### src/rtl/core/afp_pkg.sv
package afp_pkg;

    localparam int DIM_BITS  = 16;
    localparam int PROD_BITS = 2 * DIM_BITS;
    localparam int CFG_BITS  = 2;

    // registers from request to result: input reg, multiply, compare/select, one cell per bit, output reg
    localparam int LATENCY = DIM_BITS + 4;

    localparam logic [CFG_BITS-1:0] CFG_CANVAS_W = CFG_BITS'(0);
    localparam logic [CFG_BITS-1:0] CFG_CANVAS_H = CFG_BITS'(1);

    localparam logic [DIM_BITS-1:0] EVEN_MASK = {{(DIM_BITS-1){1'b1}}, 1'b0};

    typedef enum logic [1:0] {
        ST_OK     = 2'd0,
        ST_EMPTY  = 2'd1,
        ST_CANVAS = 2'd2,
        ST_SMALL  = 2'd3
    } status_t;

    // one beat travelling down the divider chain
    typedef struct packed {
        logic [DIM_BITS-1:0] rem;
        logic [DIM_BITS-1:0] low;
        logic [DIM_BITS-1:0] quot;
        logic [DIM_BITS-1:0] divisor;
        status_t             status;
        logic                wide;
        logic [DIM_BITS-1:0] cw;
        logic [DIM_BITS-1:0] ch;
    } div_beat_t;

endpackage

### src/rtl/core/afp_div_cell.sv
module afp_div_cell (
    input  logic              clk,
    input  logic              rst_n,
    input  logic              in_valid,
    input  afp_pkg::div_beat_t in_beat,
    output logic              out_valid,
    output afp_pkg::div_beat_t out_beat
);
    import afp_pkg::*;

    logic                valid_reg;
    div_beat_t           beat_reg;
    div_beat_t           beat_next;
    logic [DIM_BITS:0]   trial;
    logic [DIM_BITS:0]   diff;
    logic                ge;

    // one restoring step: bring down the next dividend bit, subtract if it fits
    always_comb
    begin
        trial     = {in_beat.rem, in_beat.low[DIM_BITS-1]};
        ge        = (trial >= {1'b0, in_beat.divisor});
        diff      = trial - {1'b0, in_beat.divisor};
        beat_next = in_beat;
        beat_next.rem  = ge ? diff[DIM_BITS-1:0] : trial[DIM_BITS-1:0];
        beat_next.low  = {in_beat.low[DIM_BITS-2:0], 1'b0};
        beat_next.quot = {in_beat.quot[DIM_BITS-2:0], ge};
    end

    always_ff @(posedge clk or negedge rst_n)
    begin
        if (!rst_n)
        begin
            valid_reg <= 1'b0;
        end
        else
        begin
            valid_reg <= in_valid;
        end
    end

    always_ff @(posedge clk)
    begin
        beat_reg <= beat_next;
    end

    assign out_valid = valid_reg;
    assign out_beat  = beat_reg;

endmodule

### src/rtl/core/afp_div_chain.sv
module afp_div_chain (
    input  logic              clk,
    input  logic              rst_n,
    input  logic              in_valid,
    input  afp_pkg::div_beat_t in_beat,
    output logic              out_valid,
    output afp_pkg::div_beat_t out_beat
);
    import afp_pkg::*;

    logic      link_valid [0:DIM_BITS];
    div_beat_t link_beat  [0:DIM_BITS];

    assign link_valid[0] = in_valid;
    assign link_beat[0]  = in_beat;

    // one cell per quotient bit, MSB first
    for (genvar i = 0; i < DIM_BITS; i++)
    begin : g_cell
        afp_div_cell u_cell (
            .clk       (clk),
            .rst_n     (rst_n),
            .in_valid  (link_valid[i]),
            .in_beat   (link_beat[i]),
            .out_valid (link_valid[i+1]),
            .out_beat  (link_beat[i+1])
        );
    end

    assign out_valid = link_valid[DIM_BITS];
    assign out_beat  = link_beat[DIM_BITS];

endmodule

### src/rtl/core/aspect_fit_placement.sv
// channel  | direction | handshake          | payload
// ---------+-----------+--------------------+-----------------------------------------
// request  | in        | start && !busy     | source_width, source_height
// result   | out       | done (1 cycle)     | status, offset_x/y, fit_width/height
// config   | in        | cfg_valid&cfg_ready| cfg_index, cfg_data
//
// One request per cycle; busy is never raised. A request passes through the input reg,
// the multiplier stage, compare/select, one divider cell per quotient bit and the output
// reg before its done strobe. The divider chain sets the pipeline depth. rst_n clears
// all valid flags and sets the canvas to 1920x1080.
// Results cannot be held off: done is a single-cycle strobe.
module aspect_fit_placement (
    input  logic                             clk,
    input  logic                             rst_n,
    input  logic                             start,
    output logic                             busy,
    input  logic [afp_pkg::DIM_BITS-1:0]     source_width,
    input  logic [afp_pkg::DIM_BITS-1:0]     source_height,
    output logic                             done,
    output logic [1:0]                       status,
    output logic [afp_pkg::DIM_BITS-1:0]     offset_x,
    output logic [afp_pkg::DIM_BITS-1:0]     offset_y,
    output logic [afp_pkg::DIM_BITS-1:0]     fit_width,
    output logic [afp_pkg::DIM_BITS-1:0]     fit_height,
    input  logic                             cfg_valid,
    output logic                             cfg_ready,
    input  logic [afp_pkg::CFG_BITS-1:0]     cfg_index,
    input  logic [afp_pkg::DIM_BITS-1:0]     cfg_data
);
    import afp_pkg::*;

    logic [DIM_BITS-1:0]  canvas_w_reg;
    logic [DIM_BITS-1:0]  canvas_h_reg;

    logic                 s1_valid_reg;
    logic [DIM_BITS-1:0]  s1_sw_reg;
    logic [DIM_BITS-1:0]  s1_sh_reg;
    logic [DIM_BITS-1:0]  s1_cw_reg;
    logic [DIM_BITS-1:0]  s1_ch_reg;

    logic                 s2_valid_reg;
    logic [PROD_BITS-1:0] s2_prod_a_reg;
    logic [PROD_BITS-1:0] s2_prod_b_reg;
    logic [DIM_BITS-1:0]  s2_sw_reg;
    logic [DIM_BITS-1:0]  s2_sh_reg;
    logic [DIM_BITS-1:0]  s2_cw_reg;
    logic [DIM_BITS-1:0]  s2_ch_reg;
    status_t              s2_status_reg;
    status_t              s2_status_next;

    logic                 s3_valid_reg;
    div_beat_t            s3_beat_reg;
    div_beat_t            s3_beat_next;
    logic                 wide;
    logic [PROD_BITS-1:0] dividend;

    logic                 chain_valid;
    div_beat_t            chain_beat;

    logic                 done_reg;
    status_t              status_reg;
    status_t              status_next;
    logic [DIM_BITS-1:0]  offset_x_reg;
    logic [DIM_BITS-1:0]  offset_x_next;
    logic [DIM_BITS-1:0]  offset_y_reg;
    logic [DIM_BITS-1:0]  offset_y_next;
    logic [DIM_BITS-1:0]  scaled_w_reg;
    logic [DIM_BITS-1:0]  scaled_w_next;
    logic [DIM_BITS-1:0]  scaled_h_reg;
    logic [DIM_BITS-1:0]  scaled_h_next;
    logic [DIM_BITS-1:0]  q_even;
    logic [DIM_BITS-1:0]  fw;
    logic [DIM_BITS-1:0]  fh;
    logic [DIM_BITS-1:0]  border_x;
    logic [DIM_BITS-1:0]  border_y;

    assign busy      = 1'b0;
    assign cfg_ready = 1'b1;

    always_ff @(posedge clk or negedge rst_n)
    begin
        if (!rst_n)
        begin
            canvas_w_reg <= DIM_BITS'(1920);
            canvas_h_reg <= DIM_BITS'(1080);
        end
        else if (cfg_valid)
        begin
            if (cfg_index == CFG_CANVAS_W)
            begin
                canvas_w_reg <= cfg_data;
            end
            else if (cfg_index == CFG_CANVAS_H)
            begin
                canvas_h_reg <= cfg_data;
            end
        end
    end

    // ---------------- stage 1: capture request and canvas
    always_ff @(posedge clk)
    begin
        s1_sw_reg <= source_width;
        s1_sh_reg <= source_height;
        s1_cw_reg <= canvas_w_reg;
        s1_ch_reg <= canvas_h_reg;
    end

    // ---------------- stage 2: cross products, early status
    always_comb
    begin
        if (s1_sw_reg == '0 || s1_sh_reg == '0)
        begin
            s2_status_next = ST_EMPTY;
        end
        else if (s1_cw_reg == '0 || s1_ch_reg == '0 || s1_cw_reg[0] || s1_ch_reg[0])
        begin
            s2_status_next = ST_CANVAS;
        end
        else
        begin
            s2_status_next = ST_OK;
        end
    end

    always_ff @(posedge clk)
    begin
        s2_prod_a_reg <= PROD_BITS'(s1_sw_reg) * PROD_BITS'(s1_ch_reg);
        s2_prod_b_reg <= PROD_BITS'(s1_cw_reg) * PROD_BITS'(s1_sh_reg);
        s2_sw_reg     <= s1_sw_reg;
        s2_sh_reg     <= s1_sh_reg;
        s2_cw_reg     <= s1_cw_reg;
        s2_ch_reg     <= s1_ch_reg;
        s2_status_reg <= s2_status_next;
    end

    // ---------------- stage 3: pick the constrained axis, load the divider
    // with a nonzero divisor the quotient fits DIM_BITS, so the dividend high half is below the divisor
    always_comb
    begin
        wide     = (s2_prod_a_reg >= s2_prod_b_reg);
        dividend = wide ? s2_prod_b_reg : s2_prod_a_reg;
        s3_beat_next.rem     = dividend[PROD_BITS-1:DIM_BITS];
        s3_beat_next.low     = dividend[DIM_BITS-1:0];
        s3_beat_next.quot    = '0;
        s3_beat_next.divisor = wide ? s2_sw_reg : s2_sh_reg;
        s3_beat_next.status  = s2_status_reg;
        s3_beat_next.wide    = wide;
        s3_beat_next.cw      = s2_cw_reg;
        s3_beat_next.ch      = s2_ch_reg;
    end

    always_ff @(posedge clk)
    begin
        s3_beat_reg <= s3_beat_next;
    end

    always_ff @(posedge clk or negedge rst_n)
    begin
        if (!rst_n)
        begin
            s1_valid_reg <= 1'b0;
            s2_valid_reg <= 1'b0;
            s3_valid_reg <= 1'b0;
            done_reg     <= 1'b0;
        end
        else
        begin
            s1_valid_reg <= start && !busy;
            s2_valid_reg <= s1_valid_reg;
            s3_valid_reg <= s2_valid_reg;
            done_reg     <= chain_valid;
        end
    end

    afp_div_chain u_chain (
        .clk       (clk),
        .rst_n     (rst_n),
        .in_valid  (s3_valid_reg),
        .in_beat   (s3_beat_reg),
        .out_valid (chain_valid),
        .out_beat  (chain_beat)
    );

    // ---------------- final stage: even floor, borders, status
    always_comb
    begin
        q_even   = chain_beat.quot & EVEN_MASK;
        fw       = chain_beat.wide ? chain_beat.cw : q_even;
        fh       = chain_beat.wide ? q_even : chain_beat.ch;
        border_x = chain_beat.cw - fw;
        border_y = chain_beat.ch - fh;

        if (chain_beat.status != ST_OK)
        begin
            status_next = chain_beat.status;
        end
        else if (q_even == '0)
        begin
            status_next = ST_SMALL;
        end
        else
        begin
            status_next = ST_OK;
        end

        if (status_next == ST_OK)
        begin
            offset_x_next = (border_x >> 1) & EVEN_MASK;
            offset_y_next = (border_y >> 1) & EVEN_MASK;
            scaled_w_next = fw;
            scaled_h_next = fh;
        end
        else
        begin
            offset_x_next = '0;
            offset_y_next = '0;
            scaled_w_next = '0;
            scaled_h_next = '0;
        end
    end

    always_ff @(posedge clk)
    begin
        status_reg   <= status_next;
        offset_x_reg <= offset_x_next;
        offset_y_reg <= offset_y_next;
        scaled_w_reg <= scaled_w_next;
        scaled_h_reg <= scaled_h_next;
    end

    assign done       = done_reg;
    assign status     = status_reg;
    assign offset_x   = offset_x_reg;
    assign offset_y   = offset_y_reg;
    assign fit_width  = scaled_w_reg;
    assign fit_height = scaled_h_reg;

`ifndef SYNTH
    a_chain_depth: assert property (@(posedge clk) disable iff (!rst_n)
        chain_valid |-> $past(s3_valid_reg, DIM_BITS))
        else $error("divider chain valid does not match its depth");

    a_err_zero: assert property (@(posedge clk) disable iff (!rst_n)
        done && status != ST_OK |->
            offset_x == '0 && offset_y == '0 && fit_width == '0 && fit_height == '0)
        else $error("error result carries nonzero fields");

    a_ok_even: assert property (@(posedge clk) disable iff (!rst_n)
        done && status == ST_OK |->
            !fit_width[0] && !fit_height[0] && !offset_x[0] && !offset_y[0])
        else $error("odd extent or offset in ok result");

    a_fits_x: assert property (@(posedge clk) disable iff (!rst_n)
        done && status == ST_OK |->
            ({1'b0, offset_x} + {1'b0, fit_width}) <= {1'b0, canvas_w_reg})
        else $error("placed picture exceeds canvas width");

    a_fits_y: assert property (@(posedge clk) disable iff (!rst_n)
        done && status == ST_OK |->
            ({1'b0, offset_y} + {1'b0, fit_height}) <= {1'b0, canvas_h_reg})
        else $error("placed picture exceeds canvas height");
`endif

endmodule
### config.mk
export PLATFORM = sky130hd
export DESIGN_NAME = aspect_fit_placement
export DESIGN_NICKNAME = d
export VERILOG_FILES = /design/src/rtl/core/afp_pkg.sv /design/src/rtl/core/afp_div_cell.sv /design/src/rtl/core/afp_div_chain.sv /design/src/rtl/core/aspect_fit_placement.sv
export SDC_FILE = /design/constraint.sdc
export NUM_CORES = 2
export LEC_CHECK = 0
export ABC_AREA = 1
export BUFFER_PORTS_ARGS = -buffer_cell sky130_fd_sc_hd__buf_2
export CORE_MARGIN = 2
export CORE_UTILIZATION = 63
export DETAILED_ROUTE_END_ITERATION = 6
export PLACE_DENSITY = 0.79
export SLEW_MARGIN = 5
export SYNTH_ARGS = -nofsm -noshare
export SYNTH_HDL_FRONTEND = slang
export SYNTH_SLANG_ARGS = --single-unit
### constraint.sdc
create_clock -name clk -period 7.2 [get_ports clk]
set_input_delay 0 -clock clk [delete_from_list [all_inputs] [get_ports clk]]
set_output_delay 0 -clock clk [all_outputs]
set_load 0.1 [all_outputs]
# After elaboration in Yosys (flattened, before gate mapping)
# Index checks and enable logic that the tools add are counted.
word_totals:
  word_cells: 246
  ff_bits: 1691
  output_inout_bits: 69
classes:
  n_mul: 2
  n_bitwise: 1
  n_eq_ne: 1
  magnitude_cmp: 17
  n_mux: 22
  reduce_logical: 14
  n_addsub: 17
ops:
  columns: ["cell", "count"]
  rows:
  - ["2-to-1 mux 16 bit", 18]
  - ["greater-or-equal comparator 17 x 16 -> 1 bit", 16]
  - ["subtractor 16 bit", 17]
  - ["logical NOT 16 bit", 5]
  - ["multiplier 16 x 16 -> 32 bit", 2]
  - ["greater-or-equal comparator 32 bit", 1]
  - ["2-to-1 mux 32 bit", 1]
  - ["2-to-1 mux 2 bit", 3]
  - ["logical NOT 2 bit", 2]
  - ["logical OR 1 bit", 4]
  - ["AND reduction 3 bit", 1]
  - ["equality test 2 x 1 -> 1 bit (second input constant)", 1]
  - ["AND reduction 2 bit", 1]
  - ["nonzero test 2 bit", 1]
  - ["inverter 1 bit", 1]

# Logic depth before layout (Yosys ltp)
depth:
  depth_word: 5
  mapped_depth: 27

# Hierarchy
# Synthesis repeated with hierarchy kept, for this count alone.
hier_totals:
  cells_unflattened: 9645
  area_unflattened_um2: 83070.9
by_module_without_submodules:
  columns: ["mod", "seq_area_each_um2", "area_each_um2", "cells_each", "n_inst"]
  rows:
  - ["afp_div_cell at u_chain.g_cell[0].u_cell ...", 1986.9, 3316.9, 370, 15]
  - ["aspect_fit_placement", 7697.4, 29956.2, 3729, 1]
  - ["afp_div_cell at u_chain.g_cell[2].u_cell", 1986.9, 3360.7, 366, 1]

# Worst setup path before layout
# OpenSTA, ideal clock, no wires.
synth_path:
  path_kind: "register to register"
  start: "reg s1_cw_reg[5]"
  end: "reg s2_prod_b_reg[31]"
  t_arrival_ns: 5.289
  period_less_slack_ns: 5.401
  slack_ns: 1.799
  stages_incl_launch_ff: 24
  cell_sequence: "dfxtp_1 clkbuf_1 clkbuf_1 nand2_1 fa_1 inv_1 fa_1 inv_1 fa_1 inv_1 fa_1 fa_1 inv_1 fa_1 inv_1 ha_1 a21oi_1 inv_1 a21oi_1 nand3_1 nand3b_1 nand2_1 nand2_1 nand2_1"
synth_between:
  elab_chain_len: 1
synth_rtl:
  columns: ["element", "line", "source"]
  rows:
  - ["start: declaration", "aspect_fit_placement.sv:38", "logic [DIM_BITS-1:0] s1_cw_reg;"]
  - ["start signal: assignment", "aspect_fit_placement.sv:105", "s1_cw_reg <= canvas_w_reg;"]
  - ["multiplier 16 x 16 -> 32 bit", "aspect_fit_placement.sv:129", "s2_prod_b_reg <= PROD_BITS'(s1_cw_reg) * PROD_BITS'(s1_sh_reg);"]
  - ["end signal: assignment", "aspect_fit_placement.sv:129", null]
  - ["end: declaration", "aspect_fit_placement.sv:43", "logic [PROD_BITS-1:0] s2_prod_b_reg;"]
# No other way between the ends.
# A chain may end at the register's enable or synchronous reset.

# Worst setup path in the final report
layout_path:
  start: "reg s1_ch_reg[3]"
  end: "reg s2_prod_a_reg[28]"
layout_between:
  elab_chain_len: 1
layout_rtl:
  columns: ["element", "line", "source"]
  rows:
  - ["start: declaration", "aspect_fit_placement.sv:39", "logic [DIM_BITS-1:0] s1_ch_reg;"]
  - ["start signal: assignment", "aspect_fit_placement.sv:106", "s1_ch_reg <= canvas_h_reg;"]
  - ["multiplier 16 x 16 -> 32 bit", "aspect_fit_placement.sv:128", "s2_prod_a_reg <= PROD_BITS'(s1_sw_reg) * PROD_BITS'(s1_ch_reg);"]
  - ["end signal: assignment", "aspect_fit_placement.sv:128", null]
  - ["end: declaration", "aspect_fit_placement.sv:42", "logic [PROD_BITS-1:0] s2_prod_a_reg;"]
# No other way between the ends.

==> run_results.csv <==
group,metric,value,unit
floorplan,core,113000,um2
routing,ant_nets,0,
global_route,grt_max_degree,53,
sta,holdWs,0.0775,ns
worst_hold_path,whs_path_depth,2,
logic_synthesis,synth_most_common_cell,"nand2_1",
routing,vias,52531,
worst_setup_path,worstSetupStartpointType,"register",
final_layout,nets,9190,
routing,drt_iter0_markers,3755,
sta,setup-tns-final,0,ns
clocking,insertion_delay,0.81,ns
floorplan,io_pins,123,
final_layout,largest_reg_flops,1248,
logic_synthesis,synthCells,8049,
worst_hold_path,min_path_type,"input pin to register",
global_route,grt.total_usage,0.327,
routing,avgRoutedWirePerCell,19.2,um
floorplan,row_count,123,
clocking,htreeDepth,4,
logic_synthesis,yosysTopAreaCellShare,0.442,
status,status,"completed",
global_route,grt_pass1_wl,296,mm
global_route,grt-ovfl-total,0,
worst_setup_path,max_stage_delay,0.99,ns
sta,hold_violations,0,
logic_synthesis,synth_cell_types,46,
worst_setup_path,cp-end-kind,"register",
sta,worstMarginPinSlew,1.11,ns
worst_setup_path,cp_max_fo,18,
logic_synthesis,ys_seq_area_frac,0.460,
worst_setup_path,path_common_cell,"fa_1",
placement,gp_congestion,0.992,
worst_setup_path,slowest_stage,"dfxtp_1",
routing,dr.pass1.iters,6,
logic_synthesis,synth_edf_count,0,
sta,fin_crit_sh,0.852,
clocking,clk_pin_slew,0.07,ns
placement,place_inst,9480,
final_layout,area_growth,11.2,%
final_layout,n_fill_cell,8454,
routing,wirelength,189,mm
worst_setup_path,required,7.89,ns
job,cap_violations,0,
logic_synthesis,ys_seq_elements,1638,
worst_setup_path,cp_cell_sequence,"nand2_1, fa_1, fa_1, fa_1, inv_1, fa_1, fa_1, inv_1, fa_1, inv_1, ha_1, a21oi_1, o21ai_0, a21oi_1, nor2_1, nor2_1, nand2_1, nand2_1, nand2_1",
floorplan,die_w,342,um
final_layout,drive_above_1_share,0.0648,
sta,timing.final.max_slew_violations,0,
routing,via_per_inst,5.32,
logic_synthesis,synthTopCellsByArea,"dfxtp_1, fa_1, nand2_1",
floorplan,fp.dieH,342,um
global_route,grt_pass1_vias,54217,
sta,clock_skew,0.0600,ns
sta,grt_setup_unrepaired,"false",
logic_synthesis,synth_warnings,0,
logic_synthesis,ys.flop_type,"dfxtp_1",
floorplan,die_area,117000,um2
logic_synthesis,synth_area_leader_cell,"dfxtp_1",
clocking,cts_tree,"done",
clocking,numCtsBuffers,155,
worst_setup_path,reg2reg_depth,19,
sta,finalSetupViolations,0,
placement,dp_hpwl,142,mm
placement,port_buffers,116,
clocking,postCtsResizedCells,0,
clocking,numClockSinks,1638,
global_route,antenna_found_initial,13,
logic_synthesis,synthArstFlopShare,0.0317,
logic_synthesis,synth_area,71900,um2
worst_setup_path,path_class,"register to register",
logic_synthesis,synth.avg_cell_area,8.93,um2
worst_setup_path,cp_data_arrival_time,6.82,ns
routing,drc,0,
final_layout,stdcell_count,9865,
logic_synthesis,synthTopCellsByCount,"nand2_1, dfxtp_1, inv_1",
sta,clock.fmax,0.163,GHz
sta,maxSlewHeadroom,0.257,
floorplan,start_util,0.637,
final_layout,utilization,0.709,
clocking,cts_root_buffer,"clkbuf_16",
clocking,cts_buffer_depth,3,
sta,layout_min_cycle_time,6.13,ns
==> per-layer routing <==
metal | track usage | vias to the layer above | part of all wire
met1 | 0.379 | 24841 | 0.38
met5 | 0 | - | 0.00039
li1 | - | 25185 | -
met4 | 0.207 | 12 | 0.070
met2 | 0.568 | 1900 | 0.49
met3 | 0.0496 | 593 | 0.056
==> layout by cell type, fill, tap and decap left out, drive strengths merged, types with 54 or more instances in the layout <==
master / n
ha: 508
nand2: 2117
inv: 1383
nor3: 64
a21oi: 320
buf: 146
dlygate4sd3: 89
nand4: 61
a21o: 54
nand3: 508
clkbuf: 198
dfxtp: 1586
nor2: 311
o21ai: 210
fa: 402
xor2: 130
==> cell type report <==
class                           count  area, um2  area share
Tap cell                         1500       1880      0.0235
Sequential cell                  1638      33100       0.414
Timing Repair Buffer              235       1700      0.0212
Antenna cell                       12       30.0    0.000376
Multi-Input combinational cell   4822      32500       0.407
Clock inverter                     86       1330      0.0166
Clock buffer                      198       4240      0.0531
Inverter                         1374       5160      0.0645
==> stage by stage <==
step / area [um2] / setup slack [ns]
after CTS: 79900 / 1.20
final: 79900 / 1.07
after global placement: 73400 / 1.27
after floorplan: 71900 / 1.80
after global routing: 79900 / 0.830
after detailed placement: 73400 / 1.19
==> timing repair <==
action,in CTS,in global routing
endpoints found under the hold margin,117,0
setup buffers,0,0
hold buffers,89,0
==> kinds of logic after synthesis <==
logic type                 share of synthesized area
and+or+nand+nor                                0.182
DFF                                            0.460
buffers and inverters                         0.0872
adders and majority gates                      0.200
AOI/OAI and AO/OA                             0.0510
xor gates and xnor gates                      0.0186
other                                       0.000105
==> critical path: cells and delay by family (launching register included) <==
family | cells | cell delay, ns
AO/OA/AOI/OAI | 3 | 0.68
adder cells (fa/ha/maj) | 7 | 3.49
AND/OR/NAND/NOR | 6 | 0.67
flip-flops | 1 | 0.99
buffers and inverters | 3 | 0.20
==> final timing paths <==
path                                        start                            endpoint  slack (ns)
max in group asynchronous                   rst_n                     canvas_w_reg[6]        6.09
worst min register to register       s2_ch_reg[0]                      s3_beat_reg[0]        0.31
worst max-delay path                 s1_ch_reg[3]                   s2_prod_a_reg[28]        1.07
min in group asynchronous                   rst_n  u_chain.g_cell[0].u_cell.out_valid        0.57
worst max register to register       s1_ch_reg[3]                   s2_prod_a_reg[28]        1.07
worst min-delay path            source_height[11]                       s1_sh_reg[11]        0.08
Power is left out: the tool's default activity adds up to more than one toggle a clock period on the data nets, which glitch-free logic cannot reach.
